$ cat src/hdl/tvfs_pkg.sv
`timescale 1ns / 1ps
`default_nettype none

package tvfs_pkg;

   localparam logic [7:0] SEP_BYTE  = 8'h5E;
   localparam logic [7:0] ESC_SEP   = 8'h5D;
   localparam logic [7:0] FLAG_BYTE = 8'h7E;
   localparam logic [7:0] ESC_FLAG  = 8'h7D;
   localparam logic [7:0] HDR_BYTE  = 8'hFD;
   localparam logic [7:0] BASE_LEN  = 8'h05;
   localparam logic [7:0] ZERO_BYTE = 8'h00;
   localparam logic [7:0] SEP_TRAIL = 8'h3E;
   localparam logic [7:0] ESC_TRAIL = 8'h3D;
   localparam logic [7:0] FLAG_TRAIL = 8'h5E;
   localparam logic [7:0] EFLAG_TRAIL = 8'h5D;

   localparam int QUEUE_DEPTH_DEF = 2;

   typedef struct packed {
      logic [7:0]      len_byte;
      logic [2:0][7:0] data;
      logic [2:0]      esc;
      logic [1:0]      pad_cnt;
   } frame_type;

   typedef enum logic [3:0] {
      ST_FLAG_OPEN,
      ST_HDR,
      ST_LEN,
      ST_ZERO,
      ST_SEP_OPEN,
      ST_DATA,
      ST_DATA_ESC,
      ST_SEP_CLOSE,
      ST_PAD,
      ST_FLAG_CLOSE
   } state_type;

   function automatic logic needs_escape(input logic [7:0] b);
      return (b == SEP_BYTE) || (b == ESC_SEP) || (b == FLAG_BYTE) || (b == ESC_FLAG);
   endfunction

   function automatic logic [7:0] esc_lead(input logic [7:0] b);
      return ((b == SEP_BYTE) || (b == ESC_SEP)) ? ESC_SEP : ESC_FLAG;
   endfunction

   function automatic logic [7:0] esc_trail(input logic [7:0] b);
      logic [7:0] r;
      unique case (b)
         SEP_BYTE:  r = SEP_TRAIL;
         ESC_SEP:   r = ESC_TRAIL;
         FLAG_BYTE: r = FLAG_TRAIL;
         ESC_FLAG:  r = EFLAG_TRAIL;
         default:   r = b;
      endcase
      return r;
   endfunction

endpackage

`default_nettype wire

$ cat src/hdl/tvfs_front.sv
`timescale 1ns / 1ps
`default_nettype none

module tvfs_front
   import tvfs_pkg::*;
#(
   parameter int QUEUE_DEPTH = QUEUE_DEPTH_DEF
) (
   input  wire logic       clock,
   input  wire logic       reset,
   input  wire logic       req_tvalid,
   output logic            req_tready,
   input  wire logic [23:0] req_tdata,  // value_id [7:0], value_word [23:8]
   input  wire logic       req_tuser,   // high_first
   output logic            head_valid,
   output frame_type       head_frame,
   input  wire logic       head_pop
);

   localparam int PTR_W = (QUEUE_DEPTH > 1) ? $clog2(QUEUE_DEPTH) : 1;
   localparam int CNT_W = $clog2(QUEUE_DEPTH + 1);
   localparam logic [PTR_W-1:0] PTR_LAST = PTR_W'(QUEUE_DEPTH - 1);
   localparam logic [CNT_W-1:0] CNT_FULL = CNT_W'(QUEUE_DEPTH);

   frame_type        entries_ff [QUEUE_DEPTH];
   logic [PTR_W-1:0] wr_ptr_ff, wr_ptr_in;
   logic [PTR_W-1:0] rd_ptr_ff, rd_ptr_in;
   logic [CNT_W-1:0] count_ff, count_in;

   logic [7:0] lo_byte, hi_byte, id_byte;
   logic       lo_esc, hi_esc;
   logic [1:0] esc_cnt;
   frame_type  classified;
   logic       push;

   // classify
   always_comb begin
      id_byte = req_tdata[7:0];
      lo_byte = req_tdata[15:8];
      hi_byte = req_tdata[23:16];
      lo_esc  = needs_escape(lo_byte);
      hi_esc  = needs_escape(hi_byte);
      esc_cnt = {1'b0, lo_esc} + {1'b0, hi_esc};
      classified.len_byte = BASE_LEN + {6'b0, esc_cnt};
      classified.pad_cnt  = 2'd2 - esc_cnt;
      classified.data[0]  = id_byte;
      classified.esc[0]   = needs_escape(id_byte);
      if (req_tuser) begin
         classified.data[1] = hi_byte;
         classified.esc[1]  = hi_esc;
         classified.data[2] = lo_byte;
         classified.esc[2]  = lo_esc;
      end else begin
         classified.data[1] = lo_byte;
         classified.esc[1]  = lo_esc;
         classified.data[2] = hi_byte;
         classified.esc[2]  = hi_esc;
      end
   end

   assign req_tready = (count_ff != CNT_FULL);
   assign push       = req_tvalid && req_tready;
   assign head_valid = (count_ff != '0);
   assign head_frame = entries_ff[rd_ptr_ff];

   always_comb begin
      wr_ptr_in = wr_ptr_ff;
      rd_ptr_in = rd_ptr_ff;
      count_in  = count_ff;
      if (push) begin
         wr_ptr_in = (wr_ptr_ff == PTR_LAST) ? '0 : wr_ptr_ff + 1'b1;
      end
      if (head_pop) begin
         rd_ptr_in = (rd_ptr_ff == PTR_LAST) ? '0 : rd_ptr_ff + 1'b1;
      end
      unique case ({push, head_pop})
         2'b10:   count_in = count_ff + 1'b1;
         2'b01:   count_in = count_ff - 1'b1;
         default: count_in = count_ff;
      endcase
   end

   always_ff @(posedge clock) begin
      if (reset) begin
         wr_ptr_ff <= '0;
         rd_ptr_ff <= '0;
         count_ff  <= '0;
      end else begin
         wr_ptr_ff <= wr_ptr_in;
         rd_ptr_ff <= rd_ptr_in;
         count_ff  <= count_in;
      end
   end

   always_ff @(posedge clock) begin
      if (push) begin
         entries_ff[wr_ptr_ff] <= classified;
      end
   end

endmodule

`default_nettype wire

$ cat src/hdl/tvfs_back.sv
`timescale 1ns / 1ps
`default_nettype none

module tvfs_back
   import tvfs_pkg::*;
(
   input  wire logic       clock,
   input  wire logic       reset,
   input  wire logic       head_valid,
   input  wire frame_type  head_frame,
   output logic            head_pop,
   output logic            rsp_tvalid,
   input  wire logic       rsp_tready,
   output logic [7:0]      rsp_tdata,   // line_byte
   output logic            rsp_tlast
);

   state_type  state_ff, state_in;
   logic [1:0] idx_ff, idx_in;
   logic [1:0] pad_ff, pad_in;
   logic       out_valid_ff, out_valid_in;
   logic [7:0] out_byte_ff, out_byte_in;
   logic       out_last_ff, out_last_in;

   logic       step;
   logic [7:0] cur_data;
   logic       cur_esc;
   logic [7:0] emit_byte;
   logic       emit_last;

   assign step     = head_valid && (!out_valid_ff || rsp_tready);
   assign cur_data = head_frame.data[idx_ff];
   assign cur_esc  = head_frame.esc[idx_ff];
   assign head_pop = step && (state_ff == ST_FLAG_CLOSE);

   // next state
   always_comb begin
      state_in = state_ff;
      idx_in   = idx_ff;
      pad_in   = pad_ff;
      if (step) begin
         unique case (state_ff)
            ST_FLAG_OPEN: state_in = ST_HDR;
            ST_HDR:       state_in = ST_LEN;
            ST_LEN:       state_in = ST_ZERO;
            ST_ZERO:      state_in = ST_SEP_OPEN;
            ST_SEP_OPEN: begin
               state_in = ST_DATA;
               idx_in   = 2'd0;
            end
            ST_DATA: begin
               if (cur_esc) begin
                  state_in = ST_DATA_ESC;
               end else if (idx_ff == 2'd2) begin
                  state_in = ST_SEP_CLOSE;
               end else begin
                  idx_in = idx_ff + 2'd1;
               end
            end
            ST_DATA_ESC: begin
               if (idx_ff == 2'd2) begin
                  state_in = ST_SEP_CLOSE;
               end else begin
                  state_in = ST_DATA;
                  idx_in   = idx_ff + 2'd1;
               end
            end
            ST_SEP_CLOSE: begin
               pad_in   = head_frame.pad_cnt;
               state_in = (head_frame.pad_cnt == 2'd0) ? ST_FLAG_CLOSE : ST_PAD;
            end
            ST_PAD: begin
               pad_in   = pad_ff - 2'd1;
               state_in = (pad_ff == 2'd1) ? ST_FLAG_CLOSE : ST_PAD;
            end
            ST_FLAG_CLOSE: state_in = ST_FLAG_OPEN;
            default:       state_in = ST_FLAG_OPEN;
         endcase
      end
   end

   // outputs
   always_comb begin
      emit_last = 1'b0;
      unique case (state_ff)
         ST_FLAG_OPEN: emit_byte = FLAG_BYTE;
         ST_HDR:       emit_byte = HDR_BYTE;
         ST_LEN:       emit_byte = head_frame.len_byte;
         ST_ZERO:      emit_byte = ZERO_BYTE;
         ST_SEP_OPEN:  emit_byte = SEP_BYTE;
         ST_DATA:      emit_byte = cur_esc ? esc_lead(cur_data) : cur_data;
         ST_DATA_ESC:  emit_byte = esc_trail(cur_data);
         ST_SEP_CLOSE: emit_byte = SEP_BYTE;
         ST_PAD:       emit_byte = ZERO_BYTE;
         ST_FLAG_CLOSE: begin
            emit_byte = FLAG_BYTE;
            emit_last = 1'b1;
         end
         default:      emit_byte = ZERO_BYTE;
      endcase
   end

   always_comb begin
      out_valid_in = out_valid_ff;
      out_byte_in  = out_byte_ff;
      out_last_in  = out_last_ff;
      if (step) begin
         out_valid_in = 1'b1;
         out_byte_in  = emit_byte;
         out_last_in  = emit_last;
      end else if (rsp_tready) begin
         out_valid_in = 1'b0;
      end
   end

   always_ff @(posedge clock) begin
      if (reset) begin
         state_ff     <= ST_FLAG_OPEN;
         idx_ff       <= '0;
         pad_ff       <= '0;
         out_valid_ff <= 1'b0;
      end else begin
         state_ff     <= state_in;
         idx_ff       <= idx_in;
         pad_ff       <= pad_in;
         out_valid_ff <= out_valid_in;
      end
   end

   always_ff @(posedge clock) begin
      out_byte_ff <= out_byte_in;
      out_last_ff <= out_last_in;
   end

   assign rsp_tvalid = out_valid_ff;
   assign rsp_tdata  = out_byte_ff;
   assign rsp_tlast  = out_last_ff;

endmodule

`default_nettype wire

$ cat src/hdl/telemetry_value_frame_stuffer_core.sv
// The first line byte of a frame passes through the queue entry, then the output register.
// Throughput: one line byte per cycle while a frame is queued and rsp_tready holds; a frame
// is 12 or 13 line bytes, set by the byte sequencer driving the single output register.
// The input queue holds QUEUE_DEPTH classified frames, so intake runs ahead of output.
// Reset (synchronous, active high) empties the queue, clears the output valid flag and
// returns the sequencer to the opening flag.
`timescale 1ns / 1ps
`default_nettype none

module telemetry_value_frame_stuffer_core
   import tvfs_pkg::*;
#(
   parameter int QUEUE_DEPTH = QUEUE_DEPTH_DEF
) (
   input  wire logic        clock,
   input  wire logic        reset,
   input  wire logic        req_tvalid,
   output logic             req_tready,
   input  wire logic [23:0] req_tdata,  // value_id [7:0], value_word [23:8]
   input  wire logic        req_tuser,  // high_first
   output logic             rsp_tvalid,
   input  wire logic        rsp_tready,
   output logic [7:0]       rsp_tdata,  // line_byte
   output logic             rsp_tlast   // frame_end
);

   logic      head_valid;
   frame_type head_frame;
   logic      head_pop;

   tvfs_front #(
      .QUEUE_DEPTH(QUEUE_DEPTH)
   ) u_front (
      .clock      (clock),
      .reset      (reset),
      .req_tvalid (req_tvalid),
      .req_tready (req_tready),
      .req_tdata  (req_tdata),
      .req_tuser  (req_tuser),
      .head_valid (head_valid),
      .head_frame (head_frame),
      .head_pop   (head_pop)
   );

   tvfs_back u_back (
      .clock      (clock),
      .reset      (reset),
      .head_valid (head_valid),
      .head_frame (head_frame),
      .head_pop   (head_pop),
      .rsp_tvalid (rsp_tvalid),
      .rsp_tready (rsp_tready),
      .rsp_tdata  (rsp_tdata),
      .rsp_tlast  (rsp_tlast)
   );

endmodule

`default_nettype wire

$ cat config.mk
export PLATFORM = sky130hd
export DESIGN_NAME = telemetry_value_frame_stuffer_core
export DESIGN_NICKNAME = d
export VERILOG_FILES = /design/src/hdl/tvfs_pkg.sv /design/src/hdl/tvfs_front.sv /design/src/hdl/tvfs_back.sv /design/src/hdl/telemetry_value_frame_stuffer_core.sv
export SDC_FILE = /design/constraint.sdc
export NUM_CORES = 1
export LEC_CHECK = 0
export ABC_AREA = 0
export BUFFER_PORTS_ARGS = -buffer_cell sky130_fd_sc_hd__buf_2
export CAP_MARGIN = 20
export CORE_MARGIN = 2
export CORE_UTILIZATION = 62
export CTS_BUF_LIST = sky130_fd_sc_hd__clkbuf_8
export DETAILED_ROUTE_END_ITERATION = 10
export HOLD_SLACK_MARGIN = 0.12
export PLACE_DENSITY_LB_ADDON = 0.25
export SLEW_MARGIN = 20
export SYNTH_ARGS = -nofsm -noshare
export SYNTH_HDL_FRONTEND = slang
export SYNTH_HIERARCHICAL = 1
export SYNTH_SLANG_ARGS = --single-unit
$ cat constraint.sdc
create_clock -name clock -period 3.46 [get_ports clock]
set_input_delay 0.346 -clock clock [delete_from_list [all_inputs] [get_ports clock]]
set_output_delay 0.346 -clock clock [all_outputs]
set_load 0.02 [all_outputs]
==> results of run 1 <==
==> how the worst max path moves through the flow <==
stage | endpoint | slack, ps | startpoint | depth (start not counted)
after detailed placement | u_back/rsp_tdata[6] | 900 | flop | 8
after CTS | u_back/rsp_tdata[5] | 890 | flop | 8
after global routing | u_back/rsp_tdata[6] | 690 | flop | 8
final | u_back/rsp_tdata[6] | 860 | flop | 8
after floorplan | u_back/rsp_tdata[5] | 1220 | flop | 9
after global placement | u_back/rsp_tdata[6] | 960 | flop | 7
==> layout make-up <==
type | instances | area share, %
multi-input cells | 213 | 34.4
repair buffers | 44 | 4.91
clock inverters | 7 | 1.19
clock buffers | 9 | 2.61
well taps | 96 | 2.53
inverters | 12 | 0.950
flip-flops and latches | 89 | 53.4
==> sequential cells by signal, indices dropped and copies added (netlist names), named ones only <==
| register | flops |
|---|---|
| u_back/idx_ff | 2 |
| u_back/pad_ff | 2 |
| u_back/rsp_tdata | 8 |
| u_back/rsp_tlast | 1 |
| u_back/rsp_tvalid | 1 |
| u_back/state_ff | 4 |
| u_front/count_ff | 2 |
| u_front/entries_ff | 66 |
| u_front/rd_ptr_ff | 1 |
| u_front/wr_ptr_ff | 1 |
==> critical path: cells and delay by family (launching register included) <==
kind                   cells  cell delay (ps)
AOI/OAI and AO/OA          4              860
muxes                      2              590
DFF                        1              530
buffers and inverters      1              250
and+or+nand+nor            1              130
==> cell families after synthesis <==
group	synth area share (%)
flip-flops	58.4
multiplexers	15.5
XOR/XNOR	1.62
AND/OR/NAND/NOR	8.37
buffers and inverters	4.21
other	0.0865
AO/OA/AOI/OAI	10.0
adder cells (fa/ha/maj)	1.73
==> stage by stage <==
| stage | utilization (%) | std cells |
|---|---|---|
| 2_1_floorplan | - | 335 |
| 3_3_place_gp | 67.1 | 454 |
| 3_5_place_dp | 67.1 | 454 |
| 4_1_cts | 69.8 | 470 |
| 5_1_grt | 69.8 | 470 |
| 6_report | 69.8 | 470 |
==> metal layers <==
| layer | track usage, % | share of wire [%] | vias to the layer above |
|---|---|---|---|
| met3 | 6.41 | 5.5 | 8 |
| met1 | 28.5 | 45 | 1270 |
| met4 | 6.85 | 1.3 | 0 |
| li1 | - | - | 1314 |
| met2 | 35.6 | 48 | 69 |
| met5 | 0 | 0 | - |
==> power by group through the flow <==
stage / sequential, uW / combinational, uW / clock, uW
after detailed placement: 1310 / 318 / 0
after global routing: 1290 / 351 / 681
after global placement: 1310 / 313 / 0
final: 1280 / 319 / 629
after floorplan: 1310 / 217 / 0
after CTS: 1280 / 320 / 647
==> synthesized netlist by cell type (all sizes together), types with 5 or more instances <==
| cell type | number | area, um2 |
|---|---|---|
| buf | 15 | 115 |
| inv | 12 | 45.0 |
| nand2b | 6 | 37.5 |
| edfxtp | 75 | 2250 |
| ha | 6 | 75.1 |
| mux2i | 12 | 120 |
| nor3 | 6 | 35.0 |
| nand2 | 13 | 48.8 |
| clkbuf | 6 | 22.5 |
| nand3 | 6 | 30.0 |
| a21oi | 25 | 129 |
| nor2 | 18 | 67.6 |
| xnor2 | 5 | 43.8 |
| o21ai | 13 | 68.8 |
| mux2 | 49 | 552 |
| o2bb2ai | 6 | 77.6 |
| dfxtp | 14 | 280 |
==> impl_summary.txt, run 1 <==
----------------------------------------------------
[Run status]
  Run status ... finished clean

[Route]
  Routed wire length per instance ... 16.4 um
  Number of nets with antenna violations after detailed routing ... 0
  Detailed Routing Iterations Pass 1 ... 4
  Number of vias after detailed routing ... 2661
  Number of violations reported at the end of detailed-routing iteration 0 ... 155
  Avg Vias per Cell ... 5.66
  Total wire length ... 7.72 mm
  DRC violations left ... 0

[Placement]
  Pre-CTS worst setup slack ... 902 ps
  Final HPWL DP ... 5.39 mm
  Placement-stage cell area ... 4560 um2
  Final Wtd Congestion ... 0.905
  Buffers added on ports ... 39

[Cells and area]
  Top library cells by usage in the layout, fill and taps aside ... 75 x sky130_fd_sc_hd__edfxtp_1, 49 x sky130_fd_sc_hd__mux2_2, 39 x sky130_fd_sc_hd__buf_2, 24 x sky130_fd_sc_hd__a21oi_1, 18 x sky130_fd_sc_hd__nor2_1
  Filler cell count in the final layout ... 506
  Final antenna diode count ... 0
  Register Area ... 2530 um2
  Non-Filler Cell Area, Final ... 4740 um2
  Most common cell after layout, fill and taps aside ... sky130_fd_sc_hd__edfxtp_1
  Number of nets in the finished design ... 404
  Multi-input gate area ... 1630 um2
  Fraction of final layout cells sized beyond drive strength 1 ... 32.9%
  Area growth from synthesis to layout ... 9.38%

[Hold path]
  Hold path depth ... 1
  WHS Endpoint ... u_front/entries_ff[0][10]
  Start point of the worst hold path ... req_tdata[5]
  Path category of the worst min-delay check ... in -> reg

[Synth]
  Async set-or-reset flop fraction in the synthesized netlist ... 0%
  Avg Cell Area, Syn ... 13.1 um2
  Mapped Cells ... 332
  Count of synthesis-stage warnings from yosys ... 6
  Sequential share of the synthesized area ... 58.4%
  Total of flip-flops plus latches after synthesis ... 89
  Yosys cell types ... 53
  Number of flops mapped to enable cells by yosys ... 75
  Mapped Area ... 4330 um2
  Leading register cell type out of synthesis ... sky130_fd_sc_hd__edfxtp_1

[Power]
  Worst IR drop on VDD ... 359 uV
  Switching power share of the total ... 26.4%
  Pwr/cell area ... 471 nW/um2
  Pint ... 1640 uW
  Net switching power ... 590 uW
  Total Power Consumption ... 2230 uW
  Part of the power in combinational logic ... 14.3%
  Relative contribution of sequential cells to total power ... 57.5%
  Cell leakage power ... 0.00164 uW
  Share of power burned in the clock network ... 28.2%

[Global route]
  Overflow after GRT ... 0
  Via count of the first global-routing pass ... 2538
  Wire length of the first global-routing pass ... 12.4 mm
  Antenna violations before repair ... 0
  Largest net degree at the start of global routing ... 34
  GRT Util Overall ... 21.8%

[Flow run]
  Max cap viols ... 0

[Clocking]
  Number of buffers on the longest clock path ... 2
  Clock tree root buffer cell ... sky130_fd_sc_hd__clkbuf_8
  Clock slew at the register clock pins of the worst setup and hold paths ... 90 ps
  CTS buffer count ... 9
  Clock sink total ... 89
  Clock Latency Late Sink ... 350 ps
  CTS tree ... yes
  Total number of H-tree levels ... 3
  Hold buffer count at CTS ... 0
  Post-CTS setup buffer count ... 0
  Post-CTS resize count ... 0

[Timing]
  Worst hold margin ... 182 ps
  Number of hold-slack violations in the final timing report ... 0
  Fin worst setup slack ... 864 ps
  Number of pins exceeding their max-slew limit in the final report ... 0
  Total of endpoints with negative setup slack in the final report ... 0
  RSZ-0062 raised after global routing ... no
  Transition time of the tightest slew-check pin ... 788 ps
  Post-layout min period ... 2600 ps
  Portion of the clock cycle consumed by the worst path in the final layout ... 75.0%
  Worst setup skew after layout ... 7.05 ps
  Highest attainable clock frequency ... 385 MHz
  Remaining max-slew budget at the tightest pin ... 47.4%
  TNS Setup ... 0 ps

[Worst setup path]
  Maximum fanout along the worst path ... 9
  Master of the slowest instance on the critical path ... sky130_fd_sc_hd__dfxtp_1
  Crit path capture type ... flop
  Worst setup path category ... reg -> reg
  Type of element launching the critical path ... flop
  Delay of the slowest cell on the worst path ... 530 ps
  Cell-by-cell listing of the critical path ... buf_4 -> mux2_2 -> mux2i_1 -> o2bb2ai_1 -> o21ai_1 -> o21ai_0 -> nor2b_1 -> a211o_1
  Number of cells traversed by the worst register-to-register path ... 8
  Worst flop-to-flop path endpoint ... u_back/rsp_tdata[6]
  WP data arrival ... 2710 ps
  Required arrival time at the worst endpoint ... 3570 ps
  Slack of the worst reg-to-reg path ... 860 ps

[Floorplan]
  Initial standard-cell utilization of the core ... 63.8%
  Core region area ... 6790 um2
  Vert. Die Dim ... 87.6 um
  Count of standard-cell rows ... 30
  Die boundary width ... 87.6 um
  I/O pins ... 40
  Total die area ... 7680 um2

----------------------------------------------------
No activity file was read; power rests on OpenSTA's default activity.
==> run 2, diff against run 1 <==
- ABC_AREA: 0 -> 1
- CORE_UTILIZATION: 62 -> 56
- clock period: 3.46 -> 2.3 ns (I/O delays scaled with it)
==> run 2 against run 1 <==
Sequential power up 49%. Fmax up 23%. Sequential share of layout area down 4.0 points. Worst setup slack worse by 670 ps. Highest routed layer unchanged. Count of clock-buffer cells in the layout unchanged. Power up 54%. Final cell count up 30%. Utilization down 6.4 points. Hold slack worse by 40 ps. Critical path type unchanged. Synthesized area up 6.1%. Synthesized cell count up 35%.
==> impl_summary.txt, run 2 <==
----------------------------------------------------
[Run status]
  Run status ... finished clean

[Route]
  Number of nets with antenna violations after detailed routing ... 0 (unchanged)
  Routed wire length per instance ... 13.7 um (-17%)
  Total wire length ... 8.35 mm (+8.1%)
  DRC violations left ... 0 (unchanged)
  Number of violations reported at the end of detailed-routing iteration 0 ... 124 (-20%)
  Number of vias after detailed routing ... 3090 (+16%)
  Detailed Routing Iterations Pass 1 ... 4 (unchanged)
  Avg Vias per Cell ... 5.07 (-10%)

[Global route]
  Antenna violations before repair ... 0 (unchanged)
  GR Layer Usage met2 ... 36.3% (+0.68 points)
  Via count of the first global-routing pass ... 3005 (+18%)
  Largest net degree at the start of global routing ... 34 (unchanged)
  Global routing usage on met1 ... 25.1% (-3.4 points)
  Overflow after GRT ... 0 (unchanged)
  Gr busiest metal ... met2
  GRT Util Overall ... 20.5% (-1.3 points)
  Wire length of the first global-routing pass ... 13.8 mm (+11%)
  Met3 Use GR ... 3.59% (-2.8 points)

[Floorplan]
  Initial standard-cell utilization of the core ... 56.8% (-7.0 points)
  Core region area ... 8090 um2 (+19%)
  Vert. Die Dim ... 94.6 um (+8.0%)
  I/O pins ... 40 (unchanged)
  Total die area ... 8950 um2 (+17%)
  Die boundary width ... 94.6 um (+8.0%)
  Count of standard-cell rows ... 33 (+10%)

[Worst setup path]
  WP data arrival ... 2220 ps (-490 ps)
  Worst setup path category ... reg -> reg
  Required arrival time at the worst endpoint ... 2410 ps (-1160 ps)
  Crit path capture type ... flop
  Maximum fanout along the worst path ... 33 (+24)
  Type of element launching the critical path ... flop

[Synth]
  Area fraction of the dominant cell type after synthesis ... 49.0% (-3.0 points)
  Yosys cell types ... 36 (-32%)
  Mapped Area ... 4600 um2 (+6.1%)
  Mapped Cells ... 447 (+35%)
  Avg Cell Area, Syn ... 10.3 um2 (-21%)
  Leading register cell type out of synthesis ... sky130_fd_sc_hd__edfxtp_1
  Async set-or-reset flop fraction in the synthesized netlist ... 0% (unchanged)
  Sequential share of the synthesized area ... 55.1% (-3.4 points)
  Count of synthesis-stage warnings from yosys ... 6 (unchanged)
  Top cells by area, synth ... sky130_fd_sc_hd__edfxtp_1 49%, sky130_fd_sc_hd__mux2_4 9.8%, sky130_fd_sc_hd__nand2_1 8.5%
  Number of flops mapped to enable cells by yosys ... 75 (unchanged)
  Yosys top cell by area ... sky130_fd_sc_hd__edfxtp_1
  Total of flip-flops plus latches after synthesis ... 89 (unchanged)
  Ranking of synthesized cells by instance count ... 104 x sky130_fd_sc_hd__nand2_1, 75 x sky130_fd_sc_hd__edfxtp_1, 58 x sky130_fd_sc_hd__inv_1, 32 x sky130_fd_sc_hd__nor2_1, 30 x sky130_fd_sc_hd__mux2_4
  Cell with the most instances after synthesis ... sky130_fd_sc_hd__nand2_1

[Cells and area]
  Fraction of final layout cells sized beyond drive strength 1 ... 22.6% (-10 points)
  Largest register FFs ... 66 (unchanged)
  Post-route insts no fill ... 609 (+30%)
  Area growth from synthesis to layout ... 11.5%
  Final antenna diode count ... 0 (unchanged)
  Non-Filler Cell Area, Final ... 5130 um2 (+8.2%)
  Top library cells by usage in the layout, fill and taps aside ... 104 x sky130_fd_sc_hd__nand2_1, 75 x sky130_fd_sc_hd__edfxtp_1, 59 x sky130_fd_sc_hd__inv_1, 39 x sky130_fd_sc_hd__buf_2
  Post-layout utilization of the core ... 63.4% (-6.4 points)
  Most common cell after layout, fill and taps aside ... sky130_fd_sc_hd__nand2_1
  Register ranked first by flip-flop count ... u_front/entries_ff
  Number of nets in the finished design ... 534 (+32%)

[Placement]
  Final HPWL DP ... 5.90 mm (+9.5%)
  Buffers added on ports ... 39 (unchanged)
  Placement-stage cell area ... 4850 um2 (+6.3%)
  Placed instance count ... 584 (+29%)
  Final Wtd Congestion ... 0.835 (-7.8%)
  Pre-CTS worst setup slack ... 223 ps (-679 ps)

[Timing]
  Worst setup skew after layout ... 10.7 ps (+3.62 ps)
  Number of pins exceeding their max-slew limit in the final report ... 0 (unchanged)
  Post-layout min period ... 2110 ps (-485 ps)
  RSZ-0062 raised after global routing ... no
  Total of endpoints with negative setup slack in the final report ... 0 (unchanged)
  Portion of the clock cycle consumed by the worst path in the final layout ... 91.8% (+17 points)
  Highest attainable clock frequency ... 474 MHz (+23%)
  Number of hold-slack violations in the final timing report ... 0 (unchanged)
  Fin worst setup slack ... 189 ps (-675 ps)

[Clocking]
  Clock Latency Late Sink ... 360 ps (about the same)
  CTS buffer count ... 9 (unchanged)
  Clock slew at the register clock pins of the worst setup and hold paths ... 90 ps (about the same)
  CTS tree ... yes
  Number of buffers on the longest clock path ... 2 (unchanged)
  Clock tree root buffer cell ... sky130_fd_sc_hd__clkbuf_8
  Total number of H-tree levels ... 3 (unchanged)
  Post-CTS setup buffer count ... 0 (unchanged)
  Post-CTS resize count ... 0 (unchanged)
  Clock sink total ... 89 (unchanged)

[Power]
  Total Power Consumption ... 3430 uW (+54%)
  Pwr/cell area ... 669 nW/um2 (+42%)
  Worst IR drop on VDD ... 351 uV (-2.1%)
  Cell leakage power ... 0.00218 uW (+33%)

[Hold path]
  Path category of the worst min-delay check ... in -> reg

[Flow run]
  Max cap viols ... 0 (unchanged)

----------------------------------------------------
==> run 2: cell types whose count changed in the layout (fill, tap and decap cells not counted), sizes merged, moves of 9 or more <==
cell	delta
mux2	-16
nand2	+99
nand3	+14
o21ai	+17
mux2i	-12
nor2	+19
inv	+52
dlygate4sd3	+9
==> run 2: final timing paths <==
kind                          start                  end  slack (ps)  cells after the start
setup / recovery               flop  u_back/rsp_tdata[5]         190                     14
hold / removal                reset    u_back/rsp_tvalid         140                      2
setup reg to reg               flop  u_back/rsp_tdata[5]         190                     14
hold reg to reg   u_back/rsp_tvalid    u_back/rsp_tvalid         500                      2
==> run 2: area by class of cell <==
class	count	area, um2
Clock buffer	9	124
Clock inverter	7	70.1
Fill cell	663	2960
Inverter	64	254
Multi-Input combinational cell	283	1690
Sequential cell	89	2530
Tap cell	105	131
Timing Repair Buffer	52	328
==> run 2: logic make-up after synthesis <==
group                    share of synthesized area [%]
adder cells (fa/ha/maj)                           1.63
buffers and inverters                             8.57
other                                           0.0815
XOR/XNOR                                         0.190
AO/OA/AOI/OAI                                     6.72
flip-flops                                        55.1
AND/OR/NAND/NOR                                   17.2
multiplexers                                      10.5
==> run 2: worst max-delay path, stage by stage (launching register included) <==
cell                       delay [ps]
sky130_fd_sc_hd__dfxtp_2          360
sky130_fd_sc_hd__buf_12           250
sky130_fd_sc_hd__mux2_2           370
sky130_fd_sc_hd__inv_1             50
sky130_fd_sc_hd__nand2_1           50
sky130_fd_sc_hd__nand3_1           70
sky130_fd_sc_hd__nand2_1           70
sky130_fd_sc_hd__clkinv_1          70
sky130_fd_sc_hd__nand2_1           50
sky130_fd_sc_hd__nor2_1           150
sky130_fd_sc_hd__nand2_1          110
sky130_fd_sc_hd__nand3_1           80
sky130_fd_sc_hd__nand2_1           50
sky130_fd_sc_hd__inv_1             50
sky130_fd_sc_hd__nand3_1           70
==> run 2: layer usage <==
layer / vias to the layer above / wire length, um
met5: - / 0
met4: 0 / 131
met3: 12 / 353
met2: 68 / 4200
met1: 1418 / 3670
li1: 1592 / -
==> run 2: metrics by stage <==
step                hold slack, ps  TNS [ps]
global placement               419         0
global route                   148         0
CTS                            124         0
finish                         141         0
detailed placement             424         0
floorplan                      299    -16460
==> run 2: repair_timing <==
item	in CTS	in global routing
endpoints found under the setup margin	0	0
endpoints found under the hold margin	16	0
hold buffers	9	0
==> run 2: power breakdown <==
part / switching (uW) / total (uW) / leakage [uW] / internal, uW
Combinational: 280 / 452 / 0.00128 / 173
Sequential: 35.4 / 1910 / 0.000805 / 1880
Clock: 560 / 1060 / 0.000100 / 504
